## config.mk

```make
export PLATFORM = sky130hd
export DESIGN_NAME = spt_ram
export DESIGN_NICKNAME = d
export VERILOG_FILES = /design/src/rtl/stream_prefetcher_throttled_defines.svh /design/src/rtl/spt_ram.sv
export SDC_FILE = /design/constraint.sdc
export NUM_CORES = 1
export LEC_CHECK = 0
export ABC_CLOCK_PERIOD_IN_PS = 1700
export BUFFER_PORTS_ARGS = -buffer_cell sky130_fd_sc_hd__buf_4
export CORE_MARGIN = 2
export CORE_UTILIZATION = 25
export CTS_CLUSTER_SIZE = 20
export DETAILED_ROUTE_END_ITERATION = 7
export GPL_TIMING_DRIVEN = 0
export HOLD_SLACK_MARGIN = 0.05
export PLACE_DENSITY_LB_ADDON = 0.25
export SYNTH_ARGS = -nofsm -noshare
export SYNTH_HDL_FRONTEND = slang
export SYNTH_SLANG_ARGS = --single-unit
```

## constraint.sdc

```tcl
create_clock -name clk -period 1.7 [get_ports clk]
set_input_delay 0.255 -clock clk [delete_from_list [all_inputs] [get_ports clk]]
set_output_delay 0.255 -clock clk [all_outputs]
set_load 0.005 [all_outputs]
```

## src/rtl/stream_prefetcher_throttled_defines.svh

```systemverilog
// ----------------------------------------------------------------------------
// stream_prefetcher_throttled_defines.svh
// Assertion macros shared by the stream prefetcher RTL.
// ----------------------------------------------------------------------------
`ifndef STREAM_PREFETCHER_THROTTLED_DEFINES_SVH
`define STREAM_PREFETCHER_THROTTLED_DEFINES_SVH

`ifndef NO_ASSERTIONS

`define SPT_ASSERT(label, expr) \
  label: assert property (@(posedge clk) disable iff (rst) (expr)) \
    else $error("assertion failed");

`define SPT_ASSERT_IMPL(label, ante, cons) \
  label: assert property (@(posedge clk) disable iff (rst) (ante) |-> (cons)) \
    else $error("assertion failed");

`define SPT_ASSERT_NEXT(label, ante, cons) \
  label: assert property (@(posedge clk) disable iff (rst) (ante) |=> (cons)) \
    else $error("assertion failed");

`else

`define SPT_ASSERT(label, expr)
`define SPT_ASSERT_IMPL(label, ante, cons)
`define SPT_ASSERT_NEXT(label, ante, cons)

`endif

`endif

```

## src/rtl/spt_ram.sv

```systemverilog
// ----------------------------------------------------------------------------
// spt_ram
// Generic simple dual-port RAM, one write and one registered read port.
// ----------------------------------------------------------------------------
module spt_ram #(
  parameter int WIDTH = 8,
  parameter int DEPTH = 16,
  localparam int AW   = $clog2(DEPTH)
) (
  input  logic             clk,
  input  logic             we,
  input  logic [AW-1:0]    waddr,
  input  logic [WIDTH-1:0] wdata,
  input  logic [AW-1:0]    raddr,
  output logic [WIDTH-1:0] rdata
);

  logic [WIDTH-1:0] mem [DEPTH];

  always_ff @(posedge clk) begin
    if (we) begin
      mem[waddr] <= wdata;
    end
    rdata <= mem[raddr];
  end

endmodule

```

Yosys cells after proc, flatten, opt, wreduce, memory -nomap -nowiden --
Memories as Yosys holds them, arrays and structs flattened. A register that Yosys moved wholly into a read port is not among the register bits. Cells that the tools add are included. W data, S select, Z words.
Cells by class: mux-type cells 2
Operators by type and width (number):
- $mux W1 | 2
Storage, ports and cells: bits in registers 0, RAM bits 128, input bits 18, output and inout bits 8, logic and storage cells 3, memories kept 1
Memories:
- mem | depth 16, width 8, rd ports 1, clocked after memory_dff 1, wr ports 1, RTL line spt_ram.sv:18 | logic [WIDTH-1:0] mem [DEPTH];

Longest topological paths before layout --
word-level depth 2, mapped depth 5, depth with buffers taken out 3

Least setup slack after synthesis --
OpenSTA, ideal clock, no wires.
kind input-to-reg, from input port waddr[2], to memory mem[0][0], enable pin, setup time 0.383 ns, data arrival time 1.365 ns, required time 1.317 ns, path slack -0.048 ns, stages 2, path buffers 0, cell sequence or3b_2 nor3_1
RTL lines:
- start: declaration | RTL line spt_ram.sv:12 | input logic [AW-1:0] waddr,
- end: declaration | RTL line spt_ram.sv:18
Straight into the memory's write port.

Final worst setup path --
from input port waddr[2], to memory mem[1][3], enable pin
Straight into the memory's write port.

==> run_results.csv <==
group,metric,value,unit
logic_synthesis,syn_area,5150,um^2
power_and_ir_drop,power_density,1200,nW/um^2
sta,fin_crit,1550,ps
placed_design,gp_congestion,0.741,
sta,timing.fmax,645,MHz
floorplan,design.core.area,20200,um^2
logic_synthesis,yosys_warnings,0,
clocking,hold_buffers,0,
floorplan,ios,26,
routing,drt_wl_total,11100,um
layout,fin_area,6220,um^2
global_route,grt_busiest_layer,"met2",
setup_path,critPathTopFamily,"simple AND/OR/NAND/NOR gates",
clocking,cts-resized-gates,0,
clocking,insertion_delay,420,ps
sta,rsz0062_at_grt,"no",
logic_synthesis,synth_area_per_cell,22.5,um^2
clocking,cts_buffers,17,
sta,tightestPinTransition,877,ps
setup_path,cp_max_fo,8,
setup_path,arrival,1590,ps
routing,drt-pass1-iter-count,4,
placed_design,dp_slack,-371,ps
global_route,use_met3,3.36,%
logic_synthesis,yosysUniqueCellTypes,19,
setup_path,slowest_stage,"nor2_1",
setup_path,path_class,"in2reg",
global_route,antenna_found_initial,0,
placed_design,hpwl,7100,um
routing,drt-wirelength-per-cell,19.9,um
routing,ant_nets,0,
setup_path,cpPeakStageDelay,690,ps
global_route,met2_usage,16.6,%
logic_synthesis,ys_ff_latch,136,
floorplan,die_y,147,um
layout,syn2layout_area_growth,20.9,%
sta,hold_viol,0,
setup_path,worstPathRequired,1740,ps
clocking,cts.htree.levels,4,
sta,max-slew-margin-rel,41.3,%
floorplan,dieArea,21800,um^2
clocking,cts.sinks,136,
global_route,grt_util_met1,14.7,%
routing,dr_total_vias,2419,
logic_synthesis,syn_nets,247,
setup_path,crit_chain,"buf_4, or3b_2, nor2_1",
setup_path,crit_path_end_kind,"register",
layout,layout_common_cells,"edfxtp_1, buf_4, mux4_2, clkbuf_16, a22oi_1",
logic_synthesis,synth_cells,229,
layout,layout_commonest_cell,"edfxtp_1",
layout,diodes,0,
floorplan,start_util,25.4,%
placed_design,io_buffers,24,
global_route,grt_util_all_layers,10.9,%
power_and_ir_drop,ir_drop,973,uV
global_route,grt_pass1_wl,16300,um
layout,final_nets,291,
power_and_ir_drop,power,7460,uW
routing,viasPerCell,4.35,
clocking,cts-root-buf,"clkbuf_16",
floorplan,row_count,52,
logic_synthesis,synth.top_cells.by_area,"edfxtp_1, mux4_2, mux4_1",
layout,drive_above_1_share,28.3,%
setup_path,crit_path_start_kind,"input port",
logic_synthesis,synth.top_cell.area_share,74.7,%
clocking,cts.path.max_buffers,2,
clocking,path_clk_slew,50,ps
routing,drt_iter0_markers,184,
sta,fin_setup_tns,0,ps
sta,setup_slack,150,ps
logic_synthesis,yosysTopAreaCell,"edfxtp_1",
floorplan,die_w,147,um
min_path,hp-class,"in2reg",
routing,drc,0,
sta,finalSetupViolCount,0,
global_route,grt_overflow,0,
sta,finalMaxSlewViolations,0,
logic_synthesis,synth-seq-area-share,77.8,%
run,drv_cap,0,
setup_path,cp.buffers_inverters,1,
global_route,grt_start_max_net_pins,17,
placed_design,placed_area,5680,um^2
power_and_ir_drop,p_leak,0.00203,uW
run_status,status,"finished clean",
clocking,cts_tree,"yes",
sta,fin_crit_sh,91.2,%
sta,skew,5.46,ps
global_route,grt_pass1_vias,2561,
clocking,cts_setup_buffers,0,
[sequential cells by signal (all words and copies together), names as in the netlist]
register,flops
mem,128
rdata,8
[metal layers]
| layer | part of all wire (%) | wire length (um) |
|---|---|---|
| met1 | 45 | 5020 |
| met2 | 47 | 5180 |
| met3 | 6.5 | 718 |
| met4 | 1.6 | 183 |
| met5 | 0 | 0 |
[path summary, 6_finish.rpt]
check                             from  cells after the start  slack (ps)                   end
setup reg to reg   mem[1][1]$_DFFE_PP_                      3         160      rdata[1]$_DFF_P_
hold / removal                wdata[5]                      1         170  mem[14][5]$_DFFE_PP_
hold reg to reg   mem[13][3]$_DFFE_PP_                      3         680      rdata[3]$_DFF_P_
setup / recovery              waddr[2]                      3         150   mem[1][3]$_DFFE_PP_
[stage by stage]
| step | utilization, % | cells | hold WS (ps) |
|---|---|---|---|
| 2_1_floorplan | - | 229 | 354 |
| 3_3_place_gp | 28.0 | 523 | 582 |
| 3_5_place_dp | 28.0 | 524 | 601 |
| 4_1_cts | 30.7 | 556 | 161 |
| 5_1_grt | 30.8 | 556 | 174 |
| 6_report | 30.8 | 556 | 169 |
[cells by family (layout without fill, tap and decap cells)]
logic type | after synthesis | after routing | synth area share [%]
AND/OR/NAND/NOR | 35 | 35 | 3.18
flip-flops | 136 | 136 | 77.8
buffers and inverters | 10 | 67 | 1.68
AO/OA/AOI/OAI | 16 | 16 | 2.33
multiplexers | 32 | 32 | 15.0
[power by group]
group | internal, uW | switching (uW) | leakage (uW)
clock | 2060 | 1240 | 0.000265
combinational | 172 | 223 | 0.000543
sequential | 3750 | 18.2 | 0.00122
[cells in the mapped netlist, drive strengths merged]
cell	n
a22oi	16
and2	1
and2b	1
buf	7
clkdlybuf4s25	3
dfxtp	8
edfxtp	128
mux4	32
nand2	9
nand2b	2
nand3	1
nand3b	2
nor2	13
nor2b	1
nor3	4
or3b	1
[final cells by class]
| cell class | count | area [um^2] |
|---|---|---|
| Buffer | 10 | 86.3 |
| Clock buffer | 29 | 522 |
| Clock inverter | 3 | 15.0 |
| Fill cell | 1962 | 14000 |
| Multi-Input combinational cell | 83 | 1070 |
| Sequential cell | 136 | 4000 |
| Tap cell | 270 | 338 |
| Timing Repair Buffer | 25 | 185 |
No activity file was read; power rests on OpenSTA's default activity.
