`config.mk`:
```
export PLATFORM = sky130hd
export DESIGN_NAME = spt_throttle
export DESIGN_NICKNAME = d
export VERILOG_FILES = /design/src/rtl/spt_pkg.sv /design/src/rtl/spt_throttle.sv
export VERILOG_INCLUDE_DIRS = /design/src /design/src/rtl
export SDC_FILE = /design/constraint.sdc
export NUM_CORES = 1
export LEC_CHECK = 0
export CORE_UTILIZATION = 50
export CTS_BUF_LIST = sky130_fd_sc_hd__clkbuf_2
export DETAILED_ROUTE_END_ITERATION = 6
export DONT_BUFFER_PORTS = 1
export HOLD_SLACK_MARGIN = 0.06
export MAX_ROUTING_LAYER = met4
export PLACE_DENSITY = 0.66
export SETUP_SLACK_MARGIN = 0.2
export SLEW_MARGIN = 15
export SYNTH_ARGS = -nofsm -noshare
export SYNTH_HDL_FRONTEND = slang
export SYNTH_SLANG_ARGS = --single-unit
```
`constraint.sdc`:
```
create_clock -name clk -period 16.26 [get_ports clk]
set_input_delay 3.252 -clock clk [delete_from_list [all_inputs] [get_ports clk]]
set_output_delay 3.252 -clock clk [all_outputs]
set_load 0.02 [all_outputs]
```
`src/rtl/stream_prefetcher_throttled_defines.svh`:
```
// ----------------------------------------------------------------------------
// stream_prefetcher_throttled_defines.svh
// Assertion macros shared by the stream prefetcher RTL.
// ----------------------------------------------------------------------------
`ifndef STREAM_PREFETCHER_THROTTLED_DEFINES_SVH
`define STREAM_PREFETCHER_THROTTLED_DEFINES_SVH

`ifndef NO_ASSERTIONS

`define SPT_ASSERT(label, expr) \
  label: assert property (@(posedge clk) disable iff (rst) (expr)) \
    else $error("assertion failed");

`define SPT_ASSERT_IMPL(label, ante, cons) \
  label: assert property (@(posedge clk) disable iff (rst) (ante) |-> (cons)) \
    else $error("assertion failed");

`define SPT_ASSERT_NEXT(label, ante, cons) \
  label: assert property (@(posedge clk) disable iff (rst) (ante) |=> (cons)) \
    else $error("assertion failed");

`else

`define SPT_ASSERT(label, expr)
`define SPT_ASSERT_IMPL(label, ante, cons)
`define SPT_ASSERT_NEXT(label, ante, cons)

`endif

`endif

```
`src/rtl/spt_pkg.sv`:
```
// ----------------------------------------------------------------------------
// spt_pkg
// Shared types and constants of the throttled stream prefetcher.
// ----------------------------------------------------------------------------
package spt_pkg;

  localparam int ADDR_W     = 64;
  localparam int COUNT_W    = 32;
  localparam int PCT_W      = 7;
  localparam int LEN_W      = 8;
  localparam int DEG_W      = 7;
  localparam int DIR_W      = 2;
  localparam int MISS_W     = 8;
  localparam int PROD_W     = COUNT_W + PCT_W;
  localparam int CFG_IDX_W  = 2;
  localparam int CFG_DATA_W = LEN_W;

  localparam int DEF_TABLE_ENTRIES = 256;
  localparam int DEF_MAX_DEGREE    = 64;
  localparam int DEF_MAX_DISTANCE  = 4096;
  localparam int DEF_PAGE_SHIFT    = 12;

  localparam int THROTTLE_INIT = 64;
  localparam int PCT_SCALE     = 100;

  localparam logic [PCT_W-1:0] HIGH_PCT_RST   = 7'd70;
  localparam logic [PCT_W-1:0] LOW_PCT_RST    = 7'd50;
  localparam logic [LEN_W-1:0] STREAM_LEN_RST = 8'd64;
  localparam logic [MISS_W-1:0] MISS_MAX      = 8'hFF;

  typedef enum logic [CFG_IDX_W-1:0] {
    REG_HIGH_PCT   = 2'd0,
    REG_LOW_PCT    = 2'd1,
    REG_STREAM_LEN = 2'd2
  } cfg_reg_t;

  typedef enum logic [DIR_W-1:0] {
    DIR_NONE = 2'd0,
    DIR_UP   = 2'd1,
    DIR_DOWN = 2'd2
  } dir_t;

  typedef struct packed {
    logic              go;
    logic              down;
    logic [ADDR_W-1:0] address;
    logic [ADDR_W-1:0] prev_address;
  } burst_cmd_t;

endpackage

```
`src/rtl/spt_throttle.sv`:
```
// ----------------------------------------------------------------------------
// spt_throttle
// Degree and distance feedback control from prefetch accuracy.
// ----------------------------------------------------------------------------
`include "stream_prefetcher_throttled_defines.svh"

module spt_throttle #(
  parameter int MAX_DEGREE   = spt_pkg::DEF_MAX_DEGREE,
  parameter int MAX_DISTANCE = spt_pkg::DEF_MAX_DISTANCE,
  localparam int DIST_W      = $clog2(MAX_DISTANCE + 1)
) (
  input  logic                         clk,
  input  logic                         rst,
  input  logic                         update,
  input  logic [spt_pkg::COUNT_W-1:0]  issued,
  input  logic [spt_pkg::COUNT_W-1:0]  useful,
  input  logic [spt_pkg::PCT_W-1:0]    high_pct,
  input  logic [spt_pkg::PCT_W-1:0]    low_pct,
  output logic [spt_pkg::DEG_W-1:0]    degree,
  output logic [DIST_W-1:0]            distance
);

  localparam int DEG_W     = spt_pkg::DEG_W;
  localparam int PROD_W    = spt_pkg::PROD_W;
  localparam int DEG_INIT  = (spt_pkg::THROTTLE_INIT > MAX_DEGREE) ?
                             MAX_DEGREE : spt_pkg::THROTTLE_INIT;
  localparam int DIST_INIT = (spt_pkg::THROTTLE_INIT > MAX_DISTANCE) ?
                             MAX_DISTANCE : spt_pkg::THROTTLE_INIT;

  logic [PROD_W-1:0] scaled;
  logic [PROD_W-1:0] high_prod;
  logic [PROD_W-1:0] low_prod;
  logic              ge_high;
  logic              ge_low;
  logic [DEG_W:0]    deg_dbl;
  logic [DEG_W-1:0]  deg_half;
  logic [DIST_W:0]   dist_dbl;
  logic [DIST_W-1:0] dist_half;
  logic [DEG_W-1:0]  degree_next;
  logic [DIST_W-1:0] distance_next;

  always_comb begin
    scaled    = PROD_W'(useful) * PROD_W'(spt_pkg::PCT_SCALE);
    high_prod = PROD_W'(high_pct) * PROD_W'(issued);
    low_prod  = PROD_W'(low_pct) * PROD_W'(issued);
    ge_high   = scaled >= high_prod;
    ge_low    = scaled >= low_prod;
    deg_dbl   = {degree, 1'b0};
    deg_half  = degree >> 1;
    dist_dbl  = {distance, 1'b0};
    dist_half = distance >> 1;
    degree_next   = DEG_W'(1);
    distance_next = DIST_W'(1);
    if (issued != '0) begin
      if (ge_high) begin
        degree_next   = (deg_dbl > (DEG_W+1)'(MAX_DEGREE)) ?
                        DEG_W'(MAX_DEGREE) : deg_dbl[DEG_W-1:0];
        distance_next = (dist_dbl > (DIST_W+1)'(MAX_DISTANCE)) ?
                        DIST_W'(MAX_DISTANCE) : dist_dbl[DIST_W-1:0];
      end else if (ge_low) begin
        degree_next   = (deg_half == '0) ? DEG_W'(1) : deg_half;
        distance_next = (dist_half == '0) ? DIST_W'(1) : dist_half;
      end
    end
  end

  always_ff @(posedge clk) begin
    if (rst) begin
      degree   <= DEG_W'(DEG_INIT);
      distance <= DIST_W'(DIST_INIT);
    end else if (update) begin
      degree   <= degree_next;
      distance <= distance_next;
    end
  end

  `SPT_ASSERT(a_degree_range, degree != '0 && degree <= DEG_W'(MAX_DEGREE))
  `SPT_ASSERT(a_distance_range, distance != '0 && distance <= DIST_W'(MAX_DISTANCE))

endmodule

```
# Word level (Yosys, flattened, before mapping)
# Index checks and enable logic that the tools add are counted.
# classes
magnitude_cmp,4
mux,10
eq_ne,0
n_reduce_logical,3
shifts,0
addsub,0
n_div,0
n_mul,3
n_bitwise,0
# op_table
cell,count
$ge A39 B39 Y1,2
$mul A7 B32 Y39,2
$mux W13,3
$mul A32 B5 Y37 const B,1
$reduce_bool A32 Y1,1
$mux W12,2
$mux W7,3
$gt A14 B13 Y1 const B,1
$logic_not A13 Y1,1
$mux W6,2
$gt A8 B7 Y1 const B,1
$logic_not A7 Y1,1
# totals
latchBits,0
romBits,0
n_memories,0
regBits,20
mem_bits_rw,0
elab_cells,22
inputBits,81
out_inout_bits,20

# Depth between registers and ports, before layout
# depth
depth_word,5
mapped_depth,32
mapped_depth_nobuf,30

# Worst setup path after synthesis
# Ideal clock, no wire load.
# synth_path
kind,input-to-reg
start,input port low_pct[1] (netlist name)
end,register distance[10]
setup_ps,122
t_arrival_ps,9911
path_slack_ps,6227
n_path_buf,2
path_stages,30
required_ps,16138
cell_sequence,clkbuf_1 > and2_1 > fa_1 > inv_1 > fa_1 > inv_1 > fa_1 > inv_1 > fa_1 > inv_1 > ha_1 > o21a_1 > o31ai_1 > a31oi_1 > a31o_2 > a211oi_1 > o21ai_1 > a21o_1 > a21o_1 > o311a_1 > ha_1 > a21o_1 > a21o_1 > a21oi_1 > o311ai_0 > o31a_1 > o21ai_1 > nor3_1 > buf_2 > a221o_1
# synth_via
elab_chain_len,5
# synth_rtl
element,line_no,text
start: declaration,spt_throttle.sv:18,"input logic [spt_pkg::PCT_W-1:0] low_pct,"
$mul A7 B32 Y39,spt_throttle.sv:45,low_prod = PROD_W'(low_pct) * PROD_W'(issued);
$ge A39 B39 Y1,spt_throttle.sv:47,ge_low = scaled >= low_prod;
$mux W12,spt_throttle.sv:60,end else if (ge_low) begin
$mux W13,spt_throttle.sv:55,if (ge_high) begin
$mux W13,spt_throttle.sv:54,if (issued != '0) begin
end signal: assignment,spt_throttle.sv:70,distance <= DIST_W'(DIST_INIT);
end signal: assignment,spt_throttle.sv:73,distance <= distance_next;
end: declaration,spt_throttle.sv:20,output logic [DIST_W-1:0] distance
# No other way between the ends.
# A chain may end at the register's enable or synchronous reset.

# Final worst setup path
# layout_path
start,input port high_pct[1] (netlist name)
end,register distance[8]
# layout_via
elab_chain_len,4
# layout_rtl
element,line_no,text
start: declaration,spt_throttle.sv:17,"input logic [spt_pkg::PCT_W-1:0] high_pct,"
$mul A7 B32 Y39,spt_throttle.sv:44,high_prod = PROD_W'(high_pct) * PROD_W'(issued);
$ge A39 B39 Y1,spt_throttle.sv:46,ge_high = scaled >= high_prod;
$mux W13,spt_throttle.sv:55,
$mux W13,spt_throttle.sv:54,
# No other way between the ends.

==> impl_metrics.csv <==
group,metric,value,unit
status,outcome,"finished clean",
yosys,synth_top_area_share,33.7,%
drt,wl_per_cell,17.0,µm
finish,stdcell_count,2654,
sta,finalSetupViolations,0,
global_route,grt_first_pass_wirelength,77900,µm
yosys,yosysMostFrequentCell,"and2_1",
yosys,synth.yosys.seq_area_share,2.07,%
sta,timing.final.crit_period,10.14,ns
yosys,synthDistinctLibCells,69,
cts,htree_num_levels,1,
yosys,primary_ff_master_synth,"dfxtp_1",
critical_path,reg2reg_to,"distance[8]$_SDFFE_PP0P_",
yosys,synthesis.area,0.0193,mm²
sta,slew_headroom,35.6,%
critical_path,timing.setup.critical_path_class,"input port to register",
sta,worst_slew_pin_slew,0.958,ns
sta,timing.clock.skew,0.00117,ns
yosys,ys_async_sr_fraction,0,%
floorplanning,ios,101,
yosys,gate_count_post_synth,2219,
global_route,grt_pass1_vias,16160,
floorplanning,start_util,51.1,%
yosys,synth_top_cells_by_count,"and2_1 (362), inv_1 (335), fa_1 (325), ha_1 (288), nand2_1 (150)",
critical_path,r2r_cells,5,
sta,period_share,62.3,%
floorplanning,placeableCoreArea,0.0378,mm²
pwr,powerDensity,159,mW/mm²
drt,via_count,14886,
cts,postCtsSetupBuffers,0,
yosys,number_of_warnings_reported_in_the_yosys_synthesis_log,0,
critical_path,worst_setup_path_end_kind,"register",
cts,cts.sink_count,20,
sta,worst_hold_slack,0.684,ns
critical_path,cp-start-kind,"input port",
floorplanning,die-height,199,µm
cts,cts-root-to-sink-buffers,2,
finish,share_of_the_core_filled_with_cells,52.0,%
critical_path,critical_path_buf_inv_count,5,
critical_path,critPathArrivalTime,10.37,ns
sta,final_hold_viol_count,0,
global_route,overflow_after_grt,0,
floorplanning,fp.dieArea,0.0394,mm²
critical_path,critical_path_cell_count,31,
finish,filler_cell_count,3630,
floorplanning,rows,71,
drt,routed_wirelength,45200,µm
critical_path,crit_fanout,32,
floorplanning,floorplan.die.width,199,µm
placement,port-buffer-count,0,
yosys,netlist_top_cells_area,"fa_1 (34%), ha_1 (19%), and2_1 (12%)",
critical_path,cp.required,16.49,ns
pwr,power_leakage,0.00995,µW
cts,cts_hold_buf,0,
drt,drcViolationCount,0,
critical_path,max_stage_delay_on_crit_path,0.67,ns
worst_hold_path,worst_hold_path_type,"register to register",
global_route,track_usage,25.1,%
yosys,synth_largest_area_cell,"fa_1",
cts,clock_tree_from_tritoncts,"yes",
finish,finish.net_count,2838,
worst_hold_path,min-delay-start,"distance[0]$_SDFFE_PP0P_",
worst_hold_path,min_delay_endpoint,"distance[0]$_SDFFE_PP0P_",
pwr,max-vdd-ir-drop,0.104,mV
yosys,synthesized_netlist_net_count,2913,
job,cap_violations,0,
cts,cts-resized-gates,0,
drt,drtIter0Drc,773,
cts,clk-insertion-delay-late,0.31,ns
yosys,synth_enable_flop_cells,0,
cts,root_buffer,"clkbuf_2",
placement,dpl.hpwl,37300,µm
global_route,antenna_violations_before_repair,0,
sta,slew_viol_final,0,
critical_path,crit_slowest_cell,"o31ai_1",
cts,tritoncts.num_buffers,3,
placement,gp_congestion,0.891,
finish,n_antenna_cell,0,
critical_path,path_common_cell,"a21oi_1",
drt,first_pass_iters,5,
yosys,per_instance_average_area_after_synthesis,8.71,µm²
drt,route.antenna.remaining_nets,0,
sta,grt_setup_unrepaired,"no",
worst_hold_path,timing.hold.worst_path_depth,2,
critical_path,critPathTopFamily,"compound AO/OA/AOI/OAI gates",
pwr,total_power,3140,µW
sta,tns,0,ns
placement,placedCellCount,2650,
critical_path,r2r_slack,14.36,ns
finish,area_delta_synth_final,1.92,%
yosys,synth-seq-cells,20,
finish,post_route_cells_drive_above_1_share,1.45,%
sta,fmaxAchievable,0.0987,GHz
drt,via_per_inst,5.61,
cts,clk_pin_slew,0.18,ns
global_route,maximum_number_of_pins_on_one_net_before_global_route_repair,33,
critical_path,worstReg2RegStart,"distance[5]$_SDFFE_PP0P_",
==> layout by cell type (no fill, tap or decap), types with 55 or more instances in the layout <==
master / n
fa_1: 325
nand2_1: 150
a21o_1: 57
a21oi_1: 101
inv_1: 335
nor2_1: 60
ha_1: 288
and2_1: 362
o21ai_0: 55
==> flip-flops by register name, indices dropped and copies added (netlist names) <==
| name | cells |
|---|---|
| degree | 7 |
| distance | 13 |
==> worst reg2reg max path, cell delays in order (launching register included) <==
cell	delay, ns
dfxtp_1	0.45
nor4_1	0.32
nand3_1	0.14
o21a_1	0.21
nor4_2	0.48
a221o_1	0.25
==> worst max path at each step <==
stage | from | end
final | high_pct[1] | distance[8]$_SDFFE_PP0P_
after global routing | high_pct[1] | distance[7]$_SDFFE_PP0P_
after CTS | high_pct[1] | distance[7]$_SDFFE_PP0P_
after detailed placement | high_pct[1] | distance[7]$_SDFFE_PP0P_
after global placement | high_pct[1] | distance[11]$_SDFFE_PP0P_
after floorplan | low_pct[1] | distance[10]$_SDFFE_PP0P_
==> per-layer routing <==
| layer | GRT usage, % | vias to the layer above | share of wire (%) |
|---|---|---|---|
| met1 | 30.2 | 7444 | 43 |
| met4 | 5.53 | 0 | 2.4 |
| met5 | - | - | 0 |
| li1 | - | 7089 | - |
| met3 | 3.12 | 59 | 4.9 |
| met2 | 44.7 | 294 | 50 |
==> per-stage QoR <==
stage	setup WS, ns	area [µm²]
global route	5.72	19700
detailed placement	5.60	19700
global placement	5.71	19700
floorplan	6.23	19300
CTS	5.90	19700
finish	6.12	19700
==> cell type report <==
type	count	area (µm²)	area share [%]
Clock inverter	1	3.75	0.0191
Tap cell	511	639	3.25
Timing Repair Buffer	2	15.0	0.0762
Inverter	335	1260	6.38
Sequential cell	20	400	2.03
Multi-Input combinational cell	1782	17400	88.2
Clock buffer	3	15.0	0.0762
==> logic make-up (layout without fill, tap and decap cells) <==
| logic type | count (synthesis) | after routing | synth area share (%) |
|---|---|---|---|
| AND/OR/NAND/NOR | 720 | 720 | 20.7 |
| adder cells (fa/ha/maj) | 613 | 613 | 52.3 |
| buffers and inverters | 417 | 341 | 8.11 |
| AO/OA/AOI/OAI | 360 | 360 | 12.8 |
| XOR/XNOR | 88 | 88 | 3.99 |
| flip-flops | 20 | 20 | 2.07 |
| multiplexers | 1 | 1 | 0.0518 |
==> power by group <==
group / switching (µW) / total, µW / internal, µW
Combinational: 1730 / 3050 / 1310
Sequential: 16.9 / 72.0 / 55.2
Clock: 15.2 / 20.6 / 5.35
(Power assumes the default switching activity.)
