`src/rtl/stream_prefetcher_throttled_defines.svh`:
```
// ----------------------------------------------------------------------------
// stream_prefetcher_throttled_defines.svh
// Assertion macros shared by the stream prefetcher RTL.
// ----------------------------------------------------------------------------
`ifndef STREAM_PREFETCHER_THROTTLED_DEFINES_SVH
`define STREAM_PREFETCHER_THROTTLED_DEFINES_SVH

`ifndef NO_ASSERTIONS

`define SPT_ASSERT(label, expr) \
  label: assert property (@(posedge clk) disable iff (rst) (expr)) \
    else $error("assertion failed");

`define SPT_ASSERT_IMPL(label, ante, cons) \
  label: assert property (@(posedge clk) disable iff (rst) (ante) |-> (cons)) \
    else $error("assertion failed");

`define SPT_ASSERT_NEXT(label, ante, cons) \
  label: assert property (@(posedge clk) disable iff (rst) (ante) |=> (cons)) \
    else $error("assertion failed");

`else

`define SPT_ASSERT(label, expr)
`define SPT_ASSERT_IMPL(label, ante, cons)
`define SPT_ASSERT_NEXT(label, ante, cons)

`endif

`endif

```
`src/rtl/spt_pkg.sv`:
```
// ----------------------------------------------------------------------------
// spt_pkg
// Shared types and constants of the throttled stream prefetcher.
// ----------------------------------------------------------------------------
package spt_pkg;

  localparam int ADDR_W     = 64;
  localparam int COUNT_W    = 32;
  localparam int PCT_W      = 7;
  localparam int LEN_W      = 8;
  localparam int DEG_W      = 7;
  localparam int DIR_W      = 2;
  localparam int MISS_W     = 8;
  localparam int PROD_W     = COUNT_W + PCT_W;
  localparam int CFG_IDX_W  = 2;
  localparam int CFG_DATA_W = LEN_W;

  localparam int DEF_TABLE_ENTRIES = 256;
  localparam int DEF_MAX_DEGREE    = 64;
  localparam int DEF_MAX_DISTANCE  = 4096;
  localparam int DEF_PAGE_SHIFT    = 12;

  localparam int THROTTLE_INIT = 64;
  localparam int PCT_SCALE     = 100;

  localparam logic [PCT_W-1:0] HIGH_PCT_RST   = 7'd70;
  localparam logic [PCT_W-1:0] LOW_PCT_RST    = 7'd50;
  localparam logic [LEN_W-1:0] STREAM_LEN_RST = 8'd64;
  localparam logic [MISS_W-1:0] MISS_MAX      = 8'hFF;

  typedef enum logic [CFG_IDX_W-1:0] {
    REG_HIGH_PCT   = 2'd0,
    REG_LOW_PCT    = 2'd1,
    REG_STREAM_LEN = 2'd2
  } cfg_reg_t;

  typedef enum logic [DIR_W-1:0] {
    DIR_NONE = 2'd0,
    DIR_UP   = 2'd1,
    DIR_DOWN = 2'd2
  } dir_t;

  typedef struct packed {
    logic              go;
    logic              down;
    logic [ADDR_W-1:0] address;
    logic [ADDR_W-1:0] prev_address;
  } burst_cmd_t;

endpackage

```
`src/rtl/spt_stream_if.sv`:
```


interface spt_prefetch_if;
  logic                       valid;
  logic                       ready;
  logic [spt_pkg::ADDR_W-1:0] prefetch_address;
  logic                       last_of_burst;

  modport source (
    output valid, prefetch_address, last_of_burst,
    input  ready
  );
  modport sink (
    input  valid, prefetch_address, last_of_burst,
    output ready
  );
endinterface

```
`src/rtl/spt_burst.sv`:
```
// ----------------------------------------------------------------------------
// spt_burst
// Prefetch burst generator with an output register on the prefetch channel.
// ----------------------------------------------------------------------------
`include "stream_prefetcher_throttled_defines.svh"

module spt_burst #(
  parameter int MAX_DISTANCE = spt_pkg::DEF_MAX_DISTANCE,
  parameter int PAGE_SHIFT   = spt_pkg::DEF_PAGE_SHIFT,
  localparam int DIST_W      = $clog2(MAX_DISTANCE + 1)
) (
  input  logic                       clk,
  input  logic                       rst,
  input  spt_pkg::burst_cmd_t        cmd,
  input  logic [spt_pkg::DEG_W-1:0]  degree,
  input  logic [DIST_W-1:0]          distance,
  output logic                       busy,
  spt_prefetch_if.source             prefetch
);

  localparam int ADDR_W = spt_pkg::ADDR_W;
  localparam int DEG_W  = spt_pkg::DEG_W;
  localparam int PAGE_W = ADDR_W - PAGE_SHIFT;

  logic              active;
  logic [ADDR_W-1:0] step;
  logic [ADDR_W-1:0] cand;
  logic [ADDR_W-1:0] cand2;
  logic [PAGE_W-1:0] page;
  logic [DEG_W-1:0]  cnt;

  logic [ADDR_W-1:0] step_init;
  logic              kept;
  logic              fin;
  logic              tail;
  logic              slot;
  logic              adv;
  logic              load;

  always_comb begin
    step_init = cmd.down ? (ADDR_W'(0) - ADDR_W'(distance)) : ADDR_W'(distance);
    kept = cand[ADDR_W-1:PAGE_SHIFT] == page;
    fin  = cnt == (degree - DEG_W'(1));
    // candidates in the page form one contiguous run
    tail = fin || (cand2[ADDR_W-1:PAGE_SHIFT] != page);
    slot = !prefetch.valid || prefetch.ready;
    adv  = active && (!kept || slot);
    load = adv && kept;
  end

  assign busy = active;

  always_ff @(posedge clk) begin
    if (rst) begin
      active         <= 1'b0;
      prefetch.valid <= 1'b0;
    end else begin
      if (cmd.go) begin
        active <= 1'b1;
      end else if (adv && (fin || (kept && tail))) begin
        active <= 1'b0;
      end
      if (prefetch.valid && prefetch.ready) begin
        prefetch.valid <= 1'b0;
      end
      if (load) begin
        prefetch.valid <= 1'b1;
      end
    end
  end

  always_ff @(posedge clk) begin
    if (cmd.go) begin
      step  <= step_init;
      cand  <= cmd.address + step_init;
      cand2 <= cmd.address + {step_init[ADDR_W-2:0], 1'b0};
      page  <= cmd.prev_address[ADDR_W-1:PAGE_SHIFT];
      cnt   <= '0;
    end else if (adv) begin
      cand  <= cand2;
      cand2 <= cand2 + step;
      cnt   <= cnt + DEG_W'(1);
    end
    if (load) begin
      prefetch.prefetch_address <= cand;
      prefetch.last_of_burst    <= tail;
    end
  end

  `SPT_ASSERT_IMPL(a_go_when_idle, cmd.go, !active)
  `SPT_ASSERT_IMPL(a_cnt_below_degree, active, cnt < degree)
  `SPT_ASSERT_NEXT(a_go_starts_burst, cmd.go, active)

endmodule

```
`src/flat_wrapper.sv`:
```
// flat-port wrapper written by rule: the top's interface ports become plain ports
module spt_burst_flat 
#(
  parameter int MAX_DISTANCE = spt_pkg::DEF_MAX_DISTANCE,
  parameter int PAGE_SHIFT   = spt_pkg::DEF_PAGE_SHIFT,
  localparam int DIST_W      = $clog2(MAX_DISTANCE + 1)
)
  (clk, rst, cmd, degree, distance, busy, prefetch_valid, prefetch_prefetch_address, prefetch_last_of_burst, prefetch_ready);
  spt_prefetch_if prefetch_i ();
  input  logic clk;
  input  logic rst;
  input  spt_pkg::burst_cmd_t cmd;
  input  logic [spt_pkg::DEG_W-1:0] degree;
  input  logic [DIST_W-1:0] distance;
  output logic busy;
  output wire logic [$bits(prefetch_i.valid)-1:0] prefetch_valid;
  output wire logic [$bits(prefetch_i.prefetch_address)-1:0] prefetch_prefetch_address;
  output wire logic [$bits(prefetch_i.last_of_burst)-1:0] prefetch_last_of_burst;
  input wire logic [$bits(prefetch_i.ready)-1:0] prefetch_ready;
  assign prefetch_valid = prefetch_i.valid;
  assign prefetch_prefetch_address = prefetch_i.prefetch_address;
  assign prefetch_last_of_burst = prefetch_i.last_of_burst;
  assign prefetch_i.ready = prefetch_ready;
  spt_burst #(.MAX_DISTANCE(MAX_DISTANCE), .PAGE_SHIFT(PAGE_SHIFT)) u_core (.clk(clk), .rst(rst), .cmd(cmd), .degree(degree), .distance(distance), .busy(busy), .prefetch(prefetch_i));
endmodule
```
`config.mk`:
```
export PLATFORM = sky130hd
export DESIGN_NAME = spt_burst_flat
export DESIGN_NICKNAME = d
export VERILOG_FILES = /design/src/rtl/spt_pkg.sv /design/src/rtl/spt_stream_if.sv /design/src/rtl/spt_burst.sv /design/src/flat_wrapper.sv
export VERILOG_INCLUDE_DIRS = /design/src /design/src/rtl
export SDC_FILE = /design/constraint.sdc
export NUM_CORES = 1
export LEC_CHECK = 0
export BUFFER_PORTS_ARGS = -buffer_cell sky130_fd_sc_hd__buf_4
export CAP_MARGIN = 20
export CORE_ASPECT_RATIO = 2
export CORE_MARGIN = 4
export CORE_UTILIZATION = 30
export DETAILED_ROUTE_END_ITERATION = 8
export HOLD_SLACK_MARGIN = 0.15
export PLACE_DENSITY_LB_ADDON = 0.08
export SYNTH_ARGS = -nofsm -noshare
export SYNTH_HDL_FRONTEND = slang
export SYNTH_SLANG_ARGS = --single-unit
```
`constraint.sdc`:
```
create_clock -name clk -period 5 [get_ports clk]
set_input_delay 0.5 -clock clk [delete_from_list [all_inputs] [get_ports clk]]
set_output_delay 0.5 -clock clk [all_outputs]
set_load 0.005 [all_outputs]
```
Yosys cells after proc, flatten, opt, wreduce, memory -nomap -nowiden
Index checks and enable logic that the tools add are counted.
Storage, ports and cells
  bits in registers: 318
  latch bits: 0
  RAM bits: 0
  bits in read-only memories: 0
  input bits: 153
  word-level logic and storage cells: 41
  memories kept: 0
Operators by class
  add/sub/neg operators: 6
  multiply operators: 0
  div/mod/pow operators: 0
  $lt $le $gt $ge: 0
  eq/ne operators: 3
  shift operators: 0
  mux-type cells: 9
  bitwise operators: 0
  reductions and logical operators: 14
Operator list (count)
  $mux W64: 5
  $add A64 B64 Y64: 3
  $eq A52 B52 Y1: 1
  $ne A52 B52 Y1: 1
  $sub A1 B13 Y14 const A: 1
  $add A7 B1 Y7 const B: 1
  $eq A7 B7 Y1: 1
  $sub A7 B1 Y7 const B: 1
  $reduce_bool A2 Y1: 3
  $logic_and A1 B1 Y1: 5
  $logic_or A1 B1 Y1: 4
  $mux W1: 4
  $logic_not A1 Y1: 2

Logic depth before layout (Yosys ltp)
Gate-level depths: netlist (run 1).
  depth in word-level cells: 8
  mapped depth: 17
  depth with buffers taken out: 17

Worst setup path after synthesis (run 1)
Ideal clock, no wire load.
  kind: input -> register
  from: input distance[5]
  to: register u_core.cand[45] (data pin)
  arrival time: 4846 ps
  data required time: 4740 ps
  setup slack: -106 ps
  cell stages on the path: 13
  path through: or4_1 -> or4_1 -> o31a_1 -> ha_1 -> clkbuf_1 -> a21oi_1 -> o21ai_0 -> o21bai_1 -> o41ai_4 -> o311ai_0 -> a21oi_1 -> xnor2_1 -> mux2_2
On the way
  cells in the longest elaborated chain, start to end: 4
RTL lines
  start: declaration: RTL line flat_wrapper.sv:14  | input logic [DIST_W-1:0] distance;
  $sub A1 B13 Y14: RTL line spt_burst.sv:41  | step_init = cmd.down ? (ADDR_W'(0) - ADDR_W'(distance)) : ADDR_W'(distance);
  $mux W64: RTL line spt_burst.sv:41
  net u_core.step_init[13]: RTL line spt_burst.sv:32  | logic [ADDR_W-1:0] step_init;
  $add A64 B64 Y64: RTL line spt_burst.sv:75  | cand <= cmd.address + step_init;
  $mux W64: RTL line spt_burst.sv:73  | if (cmd.go) begin
  end signal: assignment: RTL line spt_burst.sv:75
  end signal: assignment: RTL line spt_burst.sv:80  | cand <= cand2;
  end: declaration: RTL line spt_burst.sv:27  | logic [ADDR_W-1:0] cand;
The timed path passes the listed nets, and every way through them passes these cells.
A chain may end at the register's enable or synchronous reset.

Worst setup path in the final report (run 1)
  from: input distance[5]
  to: register u_core.cand[51] (data pin)
The elaborated chain is that of the path after synthesis.

==> results of run 1 <==
-- metal layers --
metal	wire length (um)	track usage, %	vias to the layer above	part of all wire [%]
met3	3451	2.108	153	3.7
li1	-	-	9045	-
met5	13	0	-	0.014
met4	6787	14.75	2	7.3
met1	31220	24.45	9036	33
met2	51920	49.75	538	56
-- flip-flops by register name (all words and copies together), names as in the netlist --
| register | count |
|---|---|
| u_core.prefetch.prefetch_address | 64 |
| u_core.prefetch.last_of_burst | 1 |
| u_core.step | 14 |
| u_core.cand | 64 |
| u_core.cnt | 7 |
| u_core.page | 52 |
| u_core.prefetch.valid | 1 |
| u_core.cand2 | 64 |
| u_core.busy | 1 |
-- worst register-to-register path, stage by stage, from the launching register on --
cell and delay, ns:
edfxtp_1 0.55, buf_4 0.32, ha_1 0.49, nand4_1 0.22, nor4_2 0.43, nand2_1 0.20, a2111oi_2 0.37, nor3_1 0.22
buf_4 0.20, o41a_1 0.49, o21ba_1 0.29, a2111o_1 0.42, o2111ai_1 0.10
-- synthesized netlist by cell type (6+ instances only) --
cell type	instances	area [um2]
nor3_1	37	185.2
a31oi_1	21	131.4
or3_1	6	37.54
and2_1	8	50.05
xnor2_1	150	1314
xor2_1	156	1366
nor4_1	35	219.0
a211o_1	7	61.31
a21boi_0	10	75.07
a21oi_1	223	1116
o21a_1	25	187.7
dfxtp_1	9	180.2
o31ai_1	23	172.7
nor2_1	158	593.1
nand4_1	53	331.6
mux2_2	57	641.9
a211oi_1	18	135.1
o22ai_1	9	56.30
a221oi_1	6	52.55
inv_1	48	180.2
nand2_1	192	720.7
nor2b_1	12	75.07
ha_1	142	1777
o21bai_1	32	240.2
clkbuf_1	77	289.0
nand2b_1	9	56.30
o211ai_1	12	90.09
edfxtp_1	259	7777
or4_1	7	52.55
a311oi_1	6	52.55
and3_1	14	87.58
nand3_1	21	105.1
a21o_1	73	548.0
o21ai_0	161	805.8
-- worst min-delay path by stage --
stage,end,slack (ns),cells after the start
final,u_core.cand2[0]$_DFFE_PP_,0.23,2
after global routing,u_core.cand2[0]$_DFFE_PP_,0.22,2
after CTS,u_core.cand2[0]$_DFFE_PP_,0.19,2
after detailed placement,u_core.prefetch.prefetch_address[0]$_DFFE_PP_,0.41,0
after global placement,u_core.prefetch.prefetch_address[3]$_DFFE_PP_,0.41,0
after floorplan,u_core.prefetch.prefetch_address[0]$_DFFE_PP_,0.40,0
-- where the power goes --
group          leakage [nW]  switching [mW]  internal, mW
Sequential             2.59           0.430          3.03
Clock                 0.483           0.989          1.37
Combinational          7.73            3.10          2.12
Total                  10.8            4.52          6.52
-- stage by stage --
stage / area [um2] / utilization [%] / hold slack (ns) / TNS, ns
5_1_grt: 26700 / 39.42 / 0.2163 / 0
6_report: 26700 / 39.42 / 0.2285 / 0
2_1_floorplan: 20510 / - / 0.4003 / 0
3_3_place_gp: 25160 / 37.14 / 0.4051 / -0.2844
4_1_cts: 26700 / 39.42 / 0.1912 / 0
3_5_place_dp: 25160 / 37.14 / 0.4051 / -0.6401
-- cell families after synthesis --
| kind of cell | synth area share [%] |
|---|---|
| AOI/OAI and AO/OA | 20.49 |
| xor gates and xnor gates | 13.07 |
| adders and majority gates | 8.956 |
| buffers and inverters | 2.477 |
| DFF | 38.80 |
| muxes | 3.276 |
| and+or+nand+nor | 12.93 |
-- cell type report --
| cell class | instances | area (um2) | share of cell area, % |
|---|---|---|---|
| Inverter | 48 | 180.2 | 0.6748 |
| Clock inverter | 10 | 161.4 | 0.6045 |
| Tap cell | 890 | 1114 | 4.171 |
| Multi-Input combinational cell | 1755 | 12050 | 45.12 |
| Sequential cell | 268 | 7958 | 29.80 |
| Timing Repair Buffer | 557 | 4398 | 16.47 |
| Clock buffer | 44 | 842.1 | 3.154 |
==> qor.csv, run 1 <==
stage,metric,value,unit
global_route,grt_start_max_net_pins,93,
place,gp_congestion,0.9487,
setup_path,slowest_stage,or4_1,
floorplan,die_area,0.07286,mm2
routing,routed_wl,93390,um
routing,route.vias.total,18770,
synth,avgSynthCellArea,9.517,um2
setup_path,rr_endpoint,u_core.cand2[61]$_DFFE_PP_,
setup_path,critPathBufInv,2,
pwr,vdd_drop_max,319.2,uV
floorplan,fp.coreArea,0.06773,mm2
timing,tightest_slew,1.063,ns
timing,setup_ws,0.2780,ns
setup_path,cp.arrival,5.06,ns
global_route,grt_pass1_vias,19710,
setup_path,worstSetupStartpointType,primary input,
final_layout,stdcell_count,3572,
timing,setup_viol,0,
synth,synthCells,2155,
global_route,grt_pass1_wl,132200,um
pwr,finalPower,11.04,mW
clock_tree,clock-sinks,268,
synth,ys.flop_type,edfxtp_1,
setup_path,crit_fanout,22,
synth,yosys.cell_types.count,77,
place,dp_cells,3464,
setup_path,crit_chain,buf_4 > or4_1 > or4_1 > o31a_2 > buf_12 > ha_1 > a21oi_1 > o21ai_0 > a21oi_1 > o221a_2 > o21ai_1 > a21bo_2 > a221oi_1 > o21ai_0 > xor2_1 > mux2_2,
setup_path,worstSetupStartpoint,distance[5],
global_route,antenna_found_initial,2,
setup_path,crit_path_end,u_core.cand[51]$_DFFE_PP_,
setup_path,cp.depth,16,
timing,fin_worst_skew,0.02960,ns
worst_hold_path,hp-class,primary input to flop,
floorplan,die_h,377.8,um
routing,first_pass_iters,5,
setup_path,slowest_delay,0.56,ns
synth,ys_ff_latch,268,
clock_tree,ctsHoldBuffers,54,
pwr,leakage,10.81,nW
clock_tree,cts_buffers,29,
place,portBuffers,207,
global_route,grt_usage,25.08,%
routing,ant_nets,0,
routing,wire_per_inst,26.15,um
setup_path,endpoint_kind,flop,
setup_path,ff2ff_setup_slack,0.55,ns
floorplan,num_rows,135,
synth,syn_nets,2453,
timing,period_minus_slack,4.722,ns
clock_tree,cts.htree.levels,1,
clock_tree,cts-resized-gates,0,
synth,netlist_area,0.02051,mm2
synth,async_flop_share,0,%
place,post-dp-hpwl,78590,um
setup_path,critical_path_class,primary input to flop,
timing,max_freq,211.8,MHz
clock_tree,cts_root_buf,clkbuf_16,
status,outcome,finished clean,
clock_tree,cts_tree,built,
clock_tree,clkTransAtPathRegs,0.06,ns
routing,first_iter_violations,980,
floorplan,initial_core_util,30.28,%
timing,slew_headroom,28.90,%
floorplan,die_w,192.9,um
final_layout,final_cell_mix,"496 x buf_4, 259 x edfxtp_1, 223 x a21oi_1",
clock_tree,postCtsSetupBuffers,0,
final_layout,area_growth,30.19,%
timing,rsz0062_at_grt,no,
final_layout,n_antenna_cell,0,
floorplan,ios,220,
synth,synth_edf_count,259,
setup_path,required,5.34,ns
setup_path,critPathTopFamily,compound AO/OA/AOI/OAI gates,
final_layout,nFillCells,6814,
final_layout,drive_gt1_share,23.38,%
routing,vias_per_cell,5.256,
synth,synth-seq-area-share,38.80,%
setup_path,reg2reg_from,u_core.step[62]$_DFFE_PP_,
routing,drc,0,
worst_hold_path,holdCritStartpoint,cmd[64],
pwr,power.density,413.6,mW/mm2
final_layout,fin_nets,2957,
timing,slew_viol_final,0,
clock_tree,insertion_delay,0.61,ns
clock_tree,clk_path_buf_depth,3,
timing,hold_viol_final,0,
final_layout,mostFrequentLayoutCell,buf_4,
global_route,grt_overflow,0,
setup_path,reg2regPathDepth,12,
place,dp_slack,-0.2228,ns
job,drv_cap,0,
synth,ys_warn_count,0,
timing,period_share,94.44,%
Note: power is estimated with default switching activity, not from simulation.
==> run 2: changes to the inputs <==
Settings changed: ABC_AREA set to 1, CORE_ASPECT_RATIO 2 to 0.7.
==> run 2 against run 1 <==
  * Final cell count rose by 42%
  * Area after synthesis rose by 16%
  * Utilization fell by 1.0 points
  * Largest cell class unchanged
==> qor.csv, run 2 <==
stage,metric,value,unit
floorplan,fp.coreArea,0.07753,mm2
pwr,power.density,354.6,mW/mm2
synth,synth.area.top_cells,"edfxtp_1 33%, nand2_1 19%, inv_1 7.7%, ha_1 7.5%, nor2_1 6.7%",
setup_path,required,5.27,ns
place,gp_congestion,0.9351,
floorplan,die_area,0.08359,mm2
synth,netlist_area,0.02369,mm2
setup_path,worstSetupStartpointType,flop,
final_layout,stdcell_count,5071,
synth,ys.flop_type,edfxtp_1,
final_layout,multi_input_area,0.01372,mm2
setup_path,endpoint_kind,flop,
pwr,vdd_drop_max,199.7,uV
global_route,antenna_found_initial,6,
synth,synth_top_cell_area_share,32.83,%
synth,syn_nets,3855,
final_layout,area_growth,25.61,%
routing,ant_nets,0,
timing,finalHoldWorstSlack,0.1678,ns
setup_path,critPathTopFamily,compound AO/OA/AOI/OAI gates,
floorplan,num_rows,85,
clock_tree,cts_tree,built,
clock_tree,insertion_delay,0.58,ns
final_layout,fin_util,38.38,%
timing,period_share,76.03,%
setup_path,slowest_delay,0.99,ns
final_layout,reg.largest.list,"u_core.cand2: 64 flops, u_core.cand: 64 flops, u_core.prefetch.prefetch_address: 64 flops",
global_route,grt_usage,24.88,%
clock_tree,cts-resized-gates,0,
setup_path,crit_chain,ha_1 > a21oi_1 > o21ai_0 > nand2_1 > nand2_1 > a21oi_1 > nand2_1 > o21ai_0 > o21ai_0,
setup_path,crit_fanout,18,
synth,synth-seq-area-share,33.59,%
pwr,leakage,14.03,nW
global_route,grt_start_max_net_pins,76,
clock_tree,cts.htree.levels,2,
clock_tree,cts_buffers,36,
timing,max_freq,263.1,MHz
final_layout,fin_area,0.02975,mm2
routing,vias_per_cell,4.810,
synth,netlist_top_cells_count,"1182 x nand2_1, 489 x inv_1, 424 x nor2_1",
timing,tightest_slew,1.085,ns
synth,yosys.cell_types.count,47,
setup_path,critPathBufInv,0,
place,post-dp-hpwl,90220,um
timing,finalSetupTns,0,ns
clock_tree,clock-sinks,268,
final_layout,ff_latch_area,0.007958,mm2
routing,wire_per_inst,20.89,um
clock_tree,clk_path_buf_depth,3,
floorplan,initial_core_util,30.55,%
synth,avgSynthCellArea,6.659,um2
final_layout,drive_gt1_share,13.19,%
status,outcome,finished clean,
global_route,grt_pass1_vias,23050,
place,portBuffers,207,
floorplan,ios,220,
timing,hold_viol_final,0,
global_route,grt_pass1_wl,152200,um
synth,synth_top_area_cell,edfxtp_1,
routing,drc,0,
routing,first_iter_violations,2381,
synth,ys_ff_latch,268,
routing,first_pass_iters,5,
final_layout,mostFrequentLayoutCell,nand2_1,
routing,route.vias.total,24390,
setup_path,critical_path_class,flop to flop,
place,dp_cells,4952,
routing,routed_wl,105900,um
final_layout,final_cell_mix,"1181 x nand2_1, 486 x inv_1, 424 x nor2_1",
clock_tree,clkTransAtPathRegs,0.06,ns
timing,period_minus_slack,3.801,ns
synth,synth_edf_count,259,
floorplan,die_w,343.9,um
timing,slew_headroom,26.92,%
timing,rsz0062_at_grt,no,
clock_tree,cts_root_buf,clkbuf_16,
synth,async_flop_share,0,%
floorplan,die_h,243.1,um
worst_hold_path,hp-class,primary input to flop,
setup_path,cp.arrival,4.07,ns
final_layout,nFillCells,8391,
synth,synth_most_common_cell,nand2_1,
setup_path,slowest_stage,edfxtp_1,
timing,slew_viol_final,0,
job,drv_cap,0,
place,place_area,0.02797,mm2
final_layout,fin_nets,4297,
synth,synthCells,3557,
timing,fin_worst_skew,0.04274,ns
timing,setup_viol,0,
global_route,grt_overflow,0,
synth,ys_warn_count,0,
-- run 2: cell types whose count changed in the layout (fill, tap and decap cells not counted), sizes merged, moves of 94 or more --
| cell | previous run | this run |
|---|---|---|
| buf | 502 | 383 |
| nand3 | 21 | 247 |
| xor2 | 156 | 50 |
| xnor2 | 150 | 56 |
| inv | 50 | 504 |
| nor2 | 158 | 448 |
| nand2 | 193 | 1198 |
-- run 2: worst reg2reg max path: cells and delay by family, from the launching register on --
| kind | cells | cell delay, ns |
|---|---|---|
| compound gates | 5 | 1.59 |
| fa+ha+maj | 1 | 0.50 |
| flops | 1 | 0.99 |
| simple gates | 3 | 0.42 |
-- run 2: area by class of cell --
class,count,share of cell area [%]
multi-input combinational,2754,46.12
sequential,268,26.74
timing repair buffer,436,12.17
inverter,503,6.354
tap,1044,4.390
clock buffer,36,3.028
clock inverter,29,1.186
antenna,1,0.008410
-- run 2: repair_timing --
action,CTS,global route
endpoints found under the hold margin,54,0
setup buffers,0,0
hold buffers,53,0
-- run 2: through the flow --
step	total power, mW	setup slack [ns]
floorplan	5.669	0.4250
CTS	10.49	1.303
global placement	7.644	0.7643
finish	10.55	1.199
global route	11.18	0.9357
detailed placement	7.627	0.7459
-- run 2: where the power goes --
part	internal, mW	leakage (nW)	total [mW]	switching (mW)
combinational	1.47	10.8	4.52	3.05
sequential	2.87	2.60	3.24	0.362
clock	1.69	0.614	2.80	1.10
-- run 2: final timing paths --
path                              from                                            end  slack (ns)  cells after the start
max          u_core.step[62]$_DFFE_PP_                     u_core.cand2[28]$_DFFE_PP_        1.20                      9
min                        distance[0]                       u_core.step[0]$_DFFE_PP_        0.17                      1
max reg2reg  u_core.step[62]$_DFFE_PP_                     u_core.cand2[28]$_DFFE_PP_        1.20                      9
min reg2reg   u_core.cand[2]$_DFFE_PP_  u_core.prefetch.prefetch_address[2]$_DFFE_PP_        0.41                      0
-- run 2: kinds of logic (layout without fill, tap and decap cells) --
group / after synthesis / after routing / synth area share (%)
buffers and inverters: 535 / 1004 / 8.509
and+or+nand+nor: 1964 / 1964 / 34.08
xor gates and xnor gates: 106 / 106 / 3.919
adders and majority gates: 145 / 145 / 7.754
other: 0 / 1 / 0
DFF: 268 / 268 / 33.59
AOI/OAI and AO/OA: 539 / 539 / 12.14
-- run 2: per-layer routing --
metal	share of wire, %	vias to the layer above	global-route usage, %
met5	0.011	-	0
met4	2.0	2	5.166
met3	8.6	86	5.589
met2	37	756	32.82
met1	52	11120	40.11
li1	-	12430	-
==> run 3: changes to the inputs <==
Settings changed: ABC_AREA 1 to 0.
Clock period 5 ns to 3.5 ns, I/O delays scaled along.
==> run 3 against run 2 <==
  * The flow now finishes with violations (setup timing)
  * Sequential cell count unchanged
  * Final cell count down 19%
  * Power grew 83%
  * Non-clock buffer count grew 660
  * Global-route usage is 2.6 points higher
  * Clock skew decreased by 0.017 ns
  * Routed wire length is 1.4% lower
  * Die area down 13%
  * Register-to-register slack worse by 1.4 ns
  * First-iteration DRC count fell by 13%
  * Clock-buffer cell count is 2 lower
  * Combinational power is 140% higher
  * Largest power group unchanged
==> qor.csv, run 3 (same netlist as run 1, synthesis figures left out) <==
stage,metric,value,unit
global_route,antenna_found_initial,9,
timing,setup_ws,-0.4113,ns
clock_tree,cts_buffers,31,
timing,max_freq,255.7,MHz
final_layout,mostFrequentLayoutCell,buf_4,
routing,first_iter_violations,2081,
setup_path,crit_fanout,7,
pwr,vdd_drop_max,429.5,uV
final_layout,stdcell_count,4116,
global_route,grt_pass1_wl,145600,um
setup_path,worstSetupStartpoint,distance[5],
routing,wire_per_inst,25.37,um
floorplan,die_w,320.5,um
setup_path,endpoint_kind,flop,
final_layout,final_cell_mix,"939 x buf_4, 259 x edfxtp_1, 156 x nand2_1",
place,portBuffers,207,
final_layout,area_growth,70.72,%
clock_tree,cts.htree.levels,1,
global_route,grt_overflow,0,
clock_tree,clkTransAtPathRegs,0.06,ns
routing,routed_wl,104400,um
global_route,grt_start_max_net_pins,67,
status,outcome,finished with violations,
setup_path,cp.arrival,4.28,ns
timing,slew_headroom,38.28,%
floorplan,die_area,0.07268,mm2
pwr,p_sw_share,41.01,%
pwr,power.density,550.5,mW/mm2
floorplan,die_h,226.8,um
clock_tree,clk_path_buf_depth,3,
routing,vias_per_cell,5.271,
timing,setup_viol,94,
pwr,p_clk_share,17.8,%
setup_path,reg2reg_from,u_core.cand2[4]$_DFFE_PP_,
setup_path,worstSetupStartpointType,primary input,
pwr,p_int,11.37,mW
timing,finalHoldWorstSlack,0.1931,ns
setup_path,critical_path_class,primary input to flop,
timing,slew_viol_final,0,
status,violations,setup timing,
final_layout,ff_latch_area,0.007958,mm2
timing,fin_worst_skew,0.02558,ns
clock_tree,insertion_delay,0.63,ns
pwr,combPwrFrac,55.7,%
routing,ant_nets,0,
floorplan,ios,220,
floorplan,num_rows,79,
final_layout,drive_gt1_share,51.32,%
routing,route.vias.total,21700,
final_layout,n_antenna_cell,0,
clock_tree,clock-sinks,268,
floorplan,initial_core_util,30.56,%
place,dp_cells,3913,
timing,hold_viol_final,0,
place,post-dp-hpwl,83480,um
routing,first_pass_iters,5,
clock_tree,cts_root_buf,clkbuf_16,
timing,rsz0062_at_grt,yes,
routing,drc,0,
pwr,power_switching,7.903,mW
job,drv_cap,0,
timing,period_minus_slack,3.911,ns
final_layout,fin_nets,3498,
timing,period_share,111.8,%
final_layout,fin_area,0.03501,mm2
pwr,leakage,14.47,nW
place,place_area,0.02894,mm2
timing,tightest_slew,0.9257,ns
clock_tree,cts_tree,built,
setup_path,required,3.87,ns
final_layout,nFillCells,6138,
place,gp_congestion,0.9728,
worst_hold_path,holdCritStartpoint,cmd[65],
global_route,grt_usage,27.52,%
final_layout,multi_input_area,0.01577,mm2
floorplan,fp.coreArea,0.06712,mm2
final_layout,reg.largest.list,"u_core.cand2: 64 flops, u_core.cand: 64 flops, u_core.prefetch.prefetch_address: 64 flops",
global_route,grt_pass1_vias,21150,
worst_hold_path,hp-class,primary input to flop,
pwr,pwr-share-seq,26.5,%
-- run 3: cell type report --
class / count / share of cell area (%)
Clock buffer: 34 / 2.248
Multi-Input combinational cell: 1755 / 45.04
Clock inverter: 24 / 0.7147
Tap cell: 891 / 3.184
Inverter: 48 / 0.5253
Sequential cell: 268 / 22.73
Timing Repair Buffer: 1096 / 25.56
-- run 3: path summary, 6_finish.rpt --
kind	end	slack (ns)	depth (start not counted)
max reg2reg	u_core.cand2[61]$_DFFE_PP_	-0.20	13
min	u_core.cand2[1]$_DFFE_PP_	0.19	4
max	u_core.cand[50]$_DFFE_PP_	-0.41	17
min reg2reg	u_core.prefetch.prefetch_address[1]$_DFFE_PP_	0.42	0
-- run 3: critical path, cell delays in order --
cell and delay, ns:
buf_6 0.09, or4_4 0.54, or4_4 0.44, o31a_4 0.46
buf_12 0.19, buf_6 0.11, ha_4 0.25, a21o_4 0.22
a21o_1 0.18, a221oi_2 0.30, o21a_1 0.20, o21a_1 0.20
o21ai_2 0.07, a21oi_2 0.16, o21ai_2 0.08, xor2_1 0.15
mux2_2 0.27
-- run 3: per-layer routing --
metal	global-route usage (%)	routed length, um	vias up
met3	5.443	9827	78
met5	0	0	-
met4	3.976	1638	0
met1	44.96	52660	10660
met2	37.16	40310	837
li1	-	-	10120
-- run 3: per-stage QoR --
step / setup TNS [ns] / utilization, % / total power, mW / worst slack [ns]
5_1_grt: -29.51 / 52.17 / 20.18 / -0.4871
6_report: -24.09 / 52.17 / 19.27 / -0.4113
3_5_place_dp: -107.81 / 43.13 / 14.15 / -1.342
2_1_floorplan: -49.31 / - / 9.222 / -0.7705
4_1_cts: -15.72 / 49.46 / 18.53 / -0.3450
3_3_place_gp: -108.22 / 43.13 / 14.18 / -1.371
-- run 3: power by group through the flow --
| stage | clock (mW) | combinational [mW] | sequential, mW |
|---|---|---|---|
| CTS | 3.50 | 9.97 | 5.06 |
| global route | 3.63 | 11.4 | 5.12 |
| detailed placement | 0 | 9.06 | 5.09 |
| finish | 3.43 | 10.7 | 5.10 |
| floorplan | 0 | 4.51 | 4.71 |
| global placement | 0 | 9.07 | 5.10 |
-- run 3: what timing repair did --
| action | 4_1_cts | 5_1_grt |
|---|---|---|
| resized for setup | 472 | 309 |
| buffers inserted | 61 | 59 |
| endpoints found under the hold margin | 61 | 0 |
| endpoints found under the setup margin | 96 | 244 |
| hold buffers | 57 | 0 |
| pin swaps | 115 | 161 |
| cloned | 2 | 1 |
